$ cat src/rtl/lphs_pkg.sv
// Shared types and constants for the linear-probing hash set.
// Used by lphs_ctrl, lphs_dp and linear_probe_hash_set_top; no dependencies.
`default_nettype none

package lphs_pkg;

   localparam int NUM_SLOTS_DEF  = 16;
   localparam int KEY_WIDTH_DEF  = 32;

   localparam int REQ_DATA_W = 32;
   localparam int RSP_DATA_W = 8;
   localparam int STATUS_W   = 3;
   localparam int SLOT_W     = 4;
   localparam int DIGIT_W    = 4;

   localparam logic MODE_INSERT = 1'b0;
   localparam logic MODE_SEARCH = 1'b1;

   localparam logic [STATUS_W-1:0] ST_INSERTED = 3'd0;
   localparam logic [STATUS_W-1:0] ST_PRESENT  = 3'd1;
   localparam logic [STATUS_W-1:0] ST_FULL     = 3'd2;
   localparam logic [STATUS_W-1:0] ST_FOUND    = 3'd3;
   localparam logic [STATUS_W-1:0] ST_ABSENT   = 3'd4;
   localparam logic [STATUS_W-1:0] ST_INVALID  = 3'd5;

   typedef struct packed {
      logic accept;
      logic home;
      logic probe;
      logic clear;
      logic load_out;
   } lphs_cmd_type;

   typedef struct packed {
      logic key_zero;
      logic home_done;
      logic hit;
      logic clear_last;
      logic out_busy;
   } lphs_sts_type;

endpackage

`default_nettype wire

$ cat src/rtl/linear_probe_hash_set_top.sv
// Top level of the linear-probing hash set of nonzero keys.
// The probe compares 1..NUM_SLOTS slots from the home slot, one memory read per probe cycle;
// a request is held longer while an earlier result is still pending and rsp_tready is low.
// When NUM_SLOTS is not a power of two, the home slot comes from a digit-serial reduction of the key.
// A zero key skips the home slot and the probe and returns status INVALID.
// After reset a clearing pass empties all NUM_SLOTS slots of the memory; req_tready stays low.
`default_nettype none

module linear_probe_hash_set_top #(
   parameter int NUM_SLOTS  = lphs_pkg::NUM_SLOTS_DEF,
   parameter int KEY_WIDTH  = lphs_pkg::KEY_WIDTH_DEF
) (
   input  wire                              clock,
   input  wire                              reset,
   input  wire                              req_tvalid,
   output logic                             req_tready,
   input  wire  [lphs_pkg::REQ_DATA_W-1:0]  req_tdata,   // key[31:0]
   input  wire                              req_tuser,   // mode (0 insert, 1 search)
   output logic                             rsp_tvalid,
   input  wire                              rsp_tready,
   output logic [lphs_pkg::RSP_DATA_W-1:0]  rsp_tdata    // status[2:0], slot[6:3], bit 7 always 0
);
   import lphs_pkg::*;

   lphs_cmd_type cmd;
   lphs_sts_type sts;

   lphs_ctrl u_ctrl (
      .clock      (clock),
      .reset      (reset),
      .req_tvalid (req_tvalid),
      .req_tready (req_tready),
      .sts        (sts),
      .cmd        (cmd)
   );

   lphs_dp #(
      .NUM_SLOTS  (NUM_SLOTS),
      .KEY_WIDTH  (KEY_WIDTH)
   ) u_dp (
      .clock      (clock),
      .reset      (reset),
      .req_tdata  (req_tdata),
      .req_tuser  (req_tuser),
      .cmd        (cmd),
      .sts        (sts),
      .rsp_tvalid (rsp_tvalid),
      .rsp_tready (rsp_tready),
      .rsp_tdata  (rsp_tdata)
   );

   ap_no_overwrite: assert property (@(posedge clock) disable iff (reset)
      cmd.load_out |-> !(rsp_tvalid && !rsp_tready))
      else $error("pending result overwritten");

   ap_probe_ends: assert property (@(posedge clock) disable iff (reset)
      cmd.probe && sts.hit |=> !cmd.probe)
      else $error("probe continued after a hit");

   ap_one_request: assert property (@(posedge clock) disable iff (reset)
      req_tvalid && req_tready |=> !req_tready)
      else $error("second request taken while one is in progress");

endmodule

`default_nettype wire

$ cat src/rtl/lphs_ctrl.sv
// Controller state machine of the hash set: clearing pass, home slot, probe, result.
// Depends on lphs_pkg; drives the datapath lphs_dp through command and status structs.
`default_nettype none

module lphs_ctrl (
   input  wire                   clock,
   input  wire                   reset,
   input  wire                   req_tvalid,
   output logic                  req_tready,
   input  lphs_pkg::lphs_sts_type sts,
   output lphs_pkg::lphs_cmd_type cmd
);
   import lphs_pkg::*;

   localparam logic [2:0] S_CLEAR = 3'd0;
   localparam logic [2:0] S_IDLE  = 3'd1;
   localparam logic [2:0] S_HOME  = 3'd2;
   localparam logic [2:0] S_PROBE = 3'd3;
   localparam logic [2:0] S_HOLD  = 3'd4;

   logic [2:0] state_ff;
   logic [2:0] state_in;

   always_comb begin
      state_in     = state_ff;
      cmd          = '0;
      req_tready   = 1'b0;
      unique case (state_ff)
         S_CLEAR: begin
            cmd.clear = 1'b1;
            if (sts.clear_last) begin
               state_in = S_IDLE;
            end
         end
         S_IDLE: begin
            req_tready = 1'b1;
            if (req_tvalid) begin
               cmd.accept = 1'b1;
               state_in   = sts.key_zero ? S_HOLD : S_HOME;
            end
         end
         S_HOME: begin
            cmd.home = 1'b1;
            if (sts.home_done) begin
               state_in = S_PROBE;
            end
         end
         S_PROBE: begin
            cmd.probe = 1'b1;
            if (sts.hit) begin
               state_in = S_HOLD;
            end
         end
         S_HOLD: begin
            if (!sts.out_busy) begin
               cmd.load_out = 1'b1;
               state_in     = S_IDLE;
            end
         end
         default: begin
            state_in = S_CLEAR;
         end
      endcase
   end

   always_ff @(posedge clock) begin
      if (reset) begin
         state_ff <= S_CLEAR;
      end else begin
         state_ff <= state_in;
      end
   end

endmodule

`default_nettype wire

$ cat src/rtl/lphs_dp.sv
// Datapath of the hash set: key table memory, home slot reduction, probe compare, result register.
// Depends on lphs_pkg; commanded by lphs_ctrl.
`default_nettype none

module lphs_dp #(
   parameter int NUM_SLOTS  = lphs_pkg::NUM_SLOTS_DEF,
   parameter int KEY_WIDTH  = lphs_pkg::KEY_WIDTH_DEF
) (
   input  wire                                  clock,
   input  wire                                  reset,
   input  wire  [lphs_pkg::REQ_DATA_W-1:0]      req_tdata,
   input  wire                                  req_tuser,
   input  lphs_pkg::lphs_cmd_type               cmd,
   output lphs_pkg::lphs_sts_type               sts,
   output logic                                 rsp_tvalid,
   input  wire                                  rsp_tready,
   output logic [lphs_pkg::RSP_DATA_W-1:0]      rsp_tdata
);
   import lphs_pkg::*;

   localparam int IDX_W    = $clog2(NUM_SLOTS);
   localparam int KEY_BITS = (KEY_WIDTH < REQ_DATA_W) ? KEY_WIDTH : REQ_DATA_W;
   localparam int NUM_DIG  = (KEY_BITS + DIGIT_W - 1) / DIGIT_W;
   localparam int DIG_W    = $clog2(NUM_DIG);
   localparam int SHF_W    = NUM_DIG * DIGIT_W;
   localparam int RW       = IDX_W + DIGIT_W;
   localparam bit IS_POW2  = (NUM_SLOTS & (NUM_SLOTS - 1)) == 0;
   localparam logic [IDX_W-1:0] LAST_IDX = IDX_W'(NUM_SLOTS - 1);
   localparam logic [DIG_W-1:0] LAST_DIG = DIG_W'(NUM_DIG - 1);
   localparam logic [RW-1:0]    TS_R     = RW'(NUM_SLOTS);

   logic [KEY_WIDTH-1:0] mem [NUM_SLOTS];

   logic                 mode_ff;
   logic [KEY_WIDTH-1:0] key_ff;
   logic [KEY_WIDTH-1:0] key_in;
   logic [SHF_W-1:0]     kshift_ff;
   logic [IDX_W-1:0]     rem_ff;
   logic [IDX_W-1:0]     rem_in;
   logic [DIG_W-1:0]     dig_ff;
   logic [RW-1:0]        red;
   logic [IDX_W-1:0]     home_idx;
   logic [IDX_W-1:0]     rd_idx_ff;
   logic [IDX_W-1:0]     rd_idx_inc;
   logic [IDX_W-1:0]     q_idx_ff;
   logic [KEY_WIDTH-1:0] q_ff;
   logic                 q_vld_ff;
   logic [IDX_W-1:0]     cnt_ff;
   logic                 hit_empty;
   logic                 hit_match;
   logic                 exhaust;
   logic                 ins_wr;
   logic [STATUS_W-1:0]  res_status_ff;
   logic [SLOT_W-1:0]    res_slot_ff;
   logic [STATUS_W-1:0]  res_status_in;
   logic [SLOT_W-1:0]    res_slot_in;
   logic                 rsp_valid_ff;
   logic [RSP_DATA_W-1:0] rsp_data_ff;

   assign key_in     = KEY_WIDTH'(req_tdata);
   assign rd_idx_inc = (rd_idx_ff == LAST_IDX) ? '0 : rd_idx_ff + 1'b1;

   // Home slot: restoring reduction, one digit per cycle from the top; pow2 sizes use key bits.
   always_comb begin
      red = {rem_ff, kshift_ff[SHF_W-1 -: DIGIT_W]};
      for (int j = DIGIT_W - 1; j >= 0; j--) begin
         if (red >= (TS_R << j)) begin
            red = red - (TS_R << j);
         end
      end
      rem_in   = red[IDX_W-1:0];
      home_idx = IS_POW2 ? IDX_W'(key_ff) : rem_in;
   end

   assign hit_empty = q_vld_ff && (q_ff == '0);
   assign hit_match = q_vld_ff && (q_ff == key_ff);
   assign exhaust   = q_vld_ff && !hit_empty && !hit_match && (cnt_ff == LAST_IDX);
   assign ins_wr    = cmd.probe && hit_empty && (mode_ff == MODE_INSERT);

   always_comb begin
      res_status_in = res_status_ff;
      res_slot_in   = res_slot_ff;
      priority if (cmd.accept) begin
         res_status_in = ST_INVALID;
         res_slot_in   = '0;
      end else if (cmd.probe && hit_empty) begin
         res_status_in = (mode_ff == MODE_SEARCH) ? ST_ABSENT : ST_INSERTED;
         res_slot_in   = (mode_ff == MODE_SEARCH) ? '0 : SLOT_W'(q_idx_ff);
      end else if (cmd.probe && hit_match) begin
         res_status_in = (mode_ff == MODE_SEARCH) ? ST_FOUND : ST_PRESENT;
         res_slot_in   = SLOT_W'(q_idx_ff);
      end else if (cmd.probe && exhaust) begin
         res_status_in = (mode_ff == MODE_SEARCH) ? ST_ABSENT : ST_FULL;
         res_slot_in   = '0;
      end
   end

   always_ff @(posedge clock) begin
      if (cmd.clear) begin
         mem[rd_idx_ff] <= '0;
      end else if (ins_wr) begin
         mem[q_idx_ff] <= key_ff;
      end
      q_ff     <= mem[rd_idx_ff];
      q_idx_ff <= rd_idx_ff;
   end

   always_ff @(posedge clock) begin
      res_status_ff <= res_status_in;
      res_slot_ff   <= res_slot_in;
      if (cmd.accept) begin
         mode_ff   <= req_tuser;
         key_ff    <= key_in;
         kshift_ff <= SHF_W'(req_tdata[KEY_BITS-1:0]);
         rem_ff    <= '0;
      end else if (cmd.home) begin
         kshift_ff <= kshift_ff << DIGIT_W;
         rem_ff    <= rem_in;
      end
      if (cmd.load_out) begin
         rsp_data_ff <= RSP_DATA_W'({res_slot_ff, res_status_ff});
      end
   end

   always_ff @(posedge clock) begin
      if (reset) begin
         rd_idx_ff    <= '0;
         q_vld_ff     <= 1'b0;
         cnt_ff       <= '0;
         dig_ff       <= '0;
         rsp_valid_ff <= 1'b0;
      end else begin
         q_vld_ff <= cmd.probe;
         if (cmd.accept) begin
            dig_ff <= '0;
         end else if (cmd.home) begin
            dig_ff <= dig_ff + 1'b1;
         end
         if (cmd.home) begin
            cnt_ff <= '0;
         end else if (cmd.probe && q_vld_ff) begin
            cnt_ff <= cnt_ff + 1'b1;
         end
         if (cmd.home && sts.home_done) begin
            rd_idx_ff <= home_idx;
         end else if (cmd.probe || cmd.clear) begin
            rd_idx_ff <= rd_idx_inc;
         end
         if (cmd.load_out) begin
            rsp_valid_ff <= 1'b1;
         end else if (rsp_tready) begin
            rsp_valid_ff <= 1'b0;
         end
      end
   end

   assign sts.key_zero   = (key_in == '0);
   assign sts.home_done  = IS_POW2 ? 1'b1 : (dig_ff == LAST_DIG);
   assign sts.hit        = hit_empty || hit_match || exhaust;
   assign sts.clear_last = (rd_idx_ff == LAST_IDX);
   assign sts.out_busy   = rsp_valid_ff && !rsp_tready;

   assign rsp_tvalid = rsp_valid_ff;
   assign rsp_tdata  = rsp_data_ff;

   ap_ins_on_empty: assert property (@(posedge clock) disable iff (reset)
      ins_wr |-> !cmd.clear && q_vld_ff)
      else $error("insert write without a compared empty slot");

   ap_cnt_bound: assert property (@(posedge clock) disable iff (reset)
      cmd.probe && q_vld_ff && !sts.hit |=> cnt_ff != '0)
      else $error("probe count wrapped without ending the probe");

   ap_result_source: assert property (@(posedge clock) disable iff (reset)
      $rose(rsp_valid_ff) |-> $past(cmd.load_out))
      else $error("result appeared without a load");

endmodule

`default_nettype wire
$ cat config.mk
export PLATFORM = sky130hd
export DESIGN_NAME = linear_probe_hash_set_top
export DESIGN_NICKNAME = d
export VERILOG_FILES = /design/src/rtl/lphs_pkg.sv /design/src/rtl/linear_probe_hash_set_top.sv /design/src/rtl/lphs_ctrl.sv /design/src/rtl/lphs_dp.sv
export SDC_FILE = /design/constraint.sdc
export NUM_CORES = 1
export LEC_CHECK = 0
export BUFFER_PORTS_ARGS = -buffer_cell sky130_fd_sc_hd__clkbuf_2
export CAP_MARGIN = 20
export CELL_PAD_IN_SITES_DETAIL_PLACEMENT = 1
export CELL_PAD_IN_SITES_GLOBAL_PLACEMENT = 1
export CORE_ASPECT_RATIO = 1.1
export CORE_MARGIN = 5
export CORE_UTILIZATION = 30
export DETAILED_ROUTE_END_ITERATION = 12
export HOLD_SLACK_MARGIN = 0.1
export PLACE_DENSITY_LB_ADDON = 0.15
export SETUP_SLACK_MARGIN = 0.4
export SYNTH_ARGS = -nofsm -noshare
export SYNTH_HDL_FRONTEND = slang
export SYNTH_SLANG_ARGS = --single-unit
$ cat constraint.sdc
create_clock -name clock -period 6 [get_ports clock]
set_input_delay 0.6 -clock clock [delete_from_list [all_inputs] [get_ports clock]]
set_output_delay 0.6 -clock clock [all_outputs]
set_load 0.01 [all_outputs]
==> flow_metrics.py <==
metrics = {
    "critical_path": {
        "path_class": "reg2reg",
        "cpLargestDelayFamily": "simple AND/OR/NAND/NOR gates",
        "path_depth": 6,
        "cp_data_arrival_time_ns": 4.14,
        "crit_slowest_cell": "nor4_4",
        "r2r-start": "u_dp.q_ff[16]$_DFF_P_",
        "rr_endpoint": "u_dp.mem[3][29]$_DFFE_PP_",
        "startpoint": "u_dp.q_ff[16]$_DFF_P_",
        "cp-end-kind": "flip-flop",
        "crit_path_end": "u_dp.mem[3][29]$_DFFE_PP_",
        "path_buf_inv": 1,
        "start_kind": "flip-flop",
        "cp_max_fo": 19,
        "path_cells": "nor4_1, nand4_1, nor4_4, a31oi_1, nor2_4, buf_4",
        "r2r_setup_slack_ns": 2.12,
        "worstRegToRegCells": 6,
        "cp.required_ns": 6.26,
        "critPathMaxStageDelay_ns": 0.91,
    },
    "finish": {
        "drive_gt1_share_pct": 29.2,
        "stdcell_area_mm2": 0.0270,
        "nets": 1198,
        "utilization_pct": 35.5,
        "area_growth_pct": 17.0,
    },
    "synth": {
        "netlist_area_mm2": 0.0231,
        "avgSynthCellArea_um2": 21.6,
        "synth_top_family_by_area": "multiplexers",
        "synth_area_leaders": "edfxtp_1, mux4_2, dfxtp_1, xor2_1, and2_1",
        "synth_mux_area_share_pct": 15.7,
        "synth_top_area_cell": "edfxtp_1",
        "synth_top_cell_area_share_pct": 71.8,
        "yosys-top-cells-count": "edfxtp_1, mux4_2, dfxtp_1, nor2_1, clkbuf_1",
        "synth_cell_types": 52,
        "synth_fa_ha_area_share_pct": 0.163,
        "synth-simple-area-share_pct": 3.82,
        "synth.most_common_cell": "edfxtp_1",
        "synth_compound_area_share_pct": 1.32,
        "ys_ff_latch": 608,
        "synth-async-reset-ratio_pct": 0,
        "ys_seq_area_share_pct": 76.7,
        "syn_inst": 1068,
        "synth_enable_flop_cells": 552,
        "synth_xor_xnor_area_share_pct": 1.37,
        "ys.flop_type": "edfxtp_1",
        "yosysWarnings": 0,
        "synth_nets": 1108,
    },
    "placed_design": {
        "postPlaceCellArea_mm2": 0.0248,
        "dpl.hpwl_mm": 41.2,
        "gp_congestion": 0.765,
        "numPortBuffers": 45,
    },
    "drt": {
        "avgRoutedWirePerCell_um": 27.8,
        "drc": 0,
        "first_pass_iters": 4,
        "totalWireLength_mm": 62.2,
        "viasPerCell": 4.92,
        "first_iter_violations": 905,
        "final_antenna_net_count": 0,
        "via_count": 11000,
    },
    "clocking": {
        "cts_resized": 0,
        "cts_max_path_buffers": 3,
        "postCtsSetupBuffers": 0,
        "cts.clk_slew.worst_paths_ns": 0.06,
        "htree_levels": 3,
        "clk-insertion-delay-late_ns": 0.62,
        "tritoncts": "done",
        "cts_buffers": 68,
        "cts.sink_count": 608,
        "cts_hold_buffers": 0,
        "root_buffer": "clkbuf_16",
    },
    "floorplanning": {
        "fp.dieW_um": 275,
        "design.die.area_mm2": 0.0826,
        "start_util_pct": 30.3,
        "rows": 106,
        "num_io_pins": 47,
        "die_h_um": 301,
        "coreArea_mm2": 0.0761,
    },
    "global_routing": {
        "grt_overflow": 0,
        "grt.total_usage_pct": 15.1,
        "grt_pass1_vias": 11600,
        "antenna_found_initial": 3,
        "grt_max_degree": 70,
        "grt_pass1_wl_mm": 89.0,
    },
    "timing": {
        "final.setup.tns_ns": 0,
        "period_needed_ns": 3.88,
        "maxSlewViolCount": 0,
        "setup_viol_count_final": 0,
        "finalHoldViolations": 0,
        "rsz0062_at_grt": "false",
        "finalCritPeriodShare_pct": 64.6,
        "whs_ns": 0.182,
        "worst_pin_slew_ns": 1.07,
        "maxSlewHeadroom_pct": 28.6,
        "fmax_mhz": 258,
        "skew_ns": 0.0242,
    },
    "power": {
        "powerDensity_mw_per_mm2": 350,
        "pwr-share-comb_pct": 6.4,
        "power_mw": 9.46,
        "p_int_mw": 7.33,
        "clkPwrFrac_pct": 42.8,
        "p_leak_nw": 8.14,
        "p_seq_share_pct": 50.8,
        "max-vdd-ir-drop_mv": 0.168,
        "p_sw_mw": 2.13,
        "switching_share_pct": 22.5,
    },
    "outcome": {
        "status": "finished, final reports clean",
    },
    "job": {
        "cap_violations": 0,
    },
    "min_path": {
        "hold_class": "in2reg",
    },
}
[metal layers]
metal / GRT usage (%) / routed length, µm
met3: 3.37 / 2710
met4: 3.99 / 1170
met5: 0 / 0
met1: 23.5 / 31600
met2: 21.4 / 26800
[through the flow]
step / std cells / setup WS (ns)
2_1_floorplan: 1068 / 2.52
4_1_cts: 2232 / 2.07
3_3_place_gp: 2106 / 2.14
6_report: 2236 / 2.12
3_5_place_dp: 2112 / 2.11
5_1_grt: 2234 / 1.89
[logic make-up after synthesis]
group                      count (synthesis)
other                                      1
xor gates and xnor gates                  36
buffers and inverters                     56
DFF                                      608
and+or+nand+nor                          159
AOI/OAI and AO/OA                         43
adders and majority gates                  3
muxes                                    162
[power groups by stage]
stage,clock (mW),combinational [mW],sequential [mW]
3_5_place_dp,0,0.622,4.90
2_1_floorplan,0,0.383,4.85
4_1_cts,4.18,0.623,4.81
5_1_grt,4.36,0.642,4.82
6_report,4.05,0.605,4.81
3_3_place_gp,0,0.611,4.89
[registers in the layout (all words and copies together) (netlist names)]
| signal | flops |
|---|---|
| u_dp.rsp_tvalid | 1 |
| u_dp.mem | 512 |
| u_dp.res_status_ff | 3 |
| u_dp.q_idx_ff | 4 |
| u_dp.key_ff | 32 |
| u_dp.q_ff | 32 |
| u_dp.cnt_ff | 4 |
| u_dp.rsp_tdata | 7 |
| u_dp.rd_idx_ff | 4 |
| u_dp.res_slot_ff | 4 |
| u_ctrl.state_ff | 3 |
| u_dp.mode_ff | 1 |
| u_dp.q_vld_ff | 1 |
[cells in the final DEF, fill, tap and decap left out, types with 6 or more instances in the layout]
cell type  instances
a21oi_1            8
a31oi_1            9
and2_1            31
buf_4             17
clkbuf_1          21
clkbuf_16         69
clkbuf_2          45
clkinv_1           6
clkinv_2           9
dfxtp_1           53
edfxtp_1         552
mux4_2           160
nand2_1           15
nand4_1            7
nor2_1            22
nor2_4            16
nor3_1            12
nor4_1            24
xor2_1            31
[how the worst min path moves through the flow]
stage	startpoint	end	cells after the start	slack, ns
CTS	req_tdata[12]	u_dp.key_ff[12]$_DFFE_PP_	1	0.14
global placement	u_dp.res_status_ff[2]$_SDFFE_PP1P_	u_dp.rsp_tdata[2]$_DFFE_PP_	0	0.42
detailed placement	u_dp.res_status_ff[2]$_SDFFE_PP1P_	u_dp.rsp_tdata[2]$_DFFE_PP_	0	0.42
floorplan	u_dp.rd_idx_ff[3]$_SDFFE_PP0P_	u_dp.q_idx_ff[3]$_DFF_P_	0	0.33
global route	req_tdata[11]	u_dp.key_ff[11]$_DFFE_PP_	1	0.16
finish	req_tdata[12]	u_dp.key_ff[12]$_DFFE_PP_	1	0.18
[final cells by class]
type | count | area (µm²)
sequential | 608 | 17700
antenna | 2 | 5.00
fill | 7411 | 49100
tap | 1026 | 1280
multi-input combinational | 404 | 5300
timing repair buffer | 70 | 536
clock buffer | 93 | 1850
clock inverter | 27 | 304
inverter | 6 | 22.5
(Power assumes the default switching activity.)
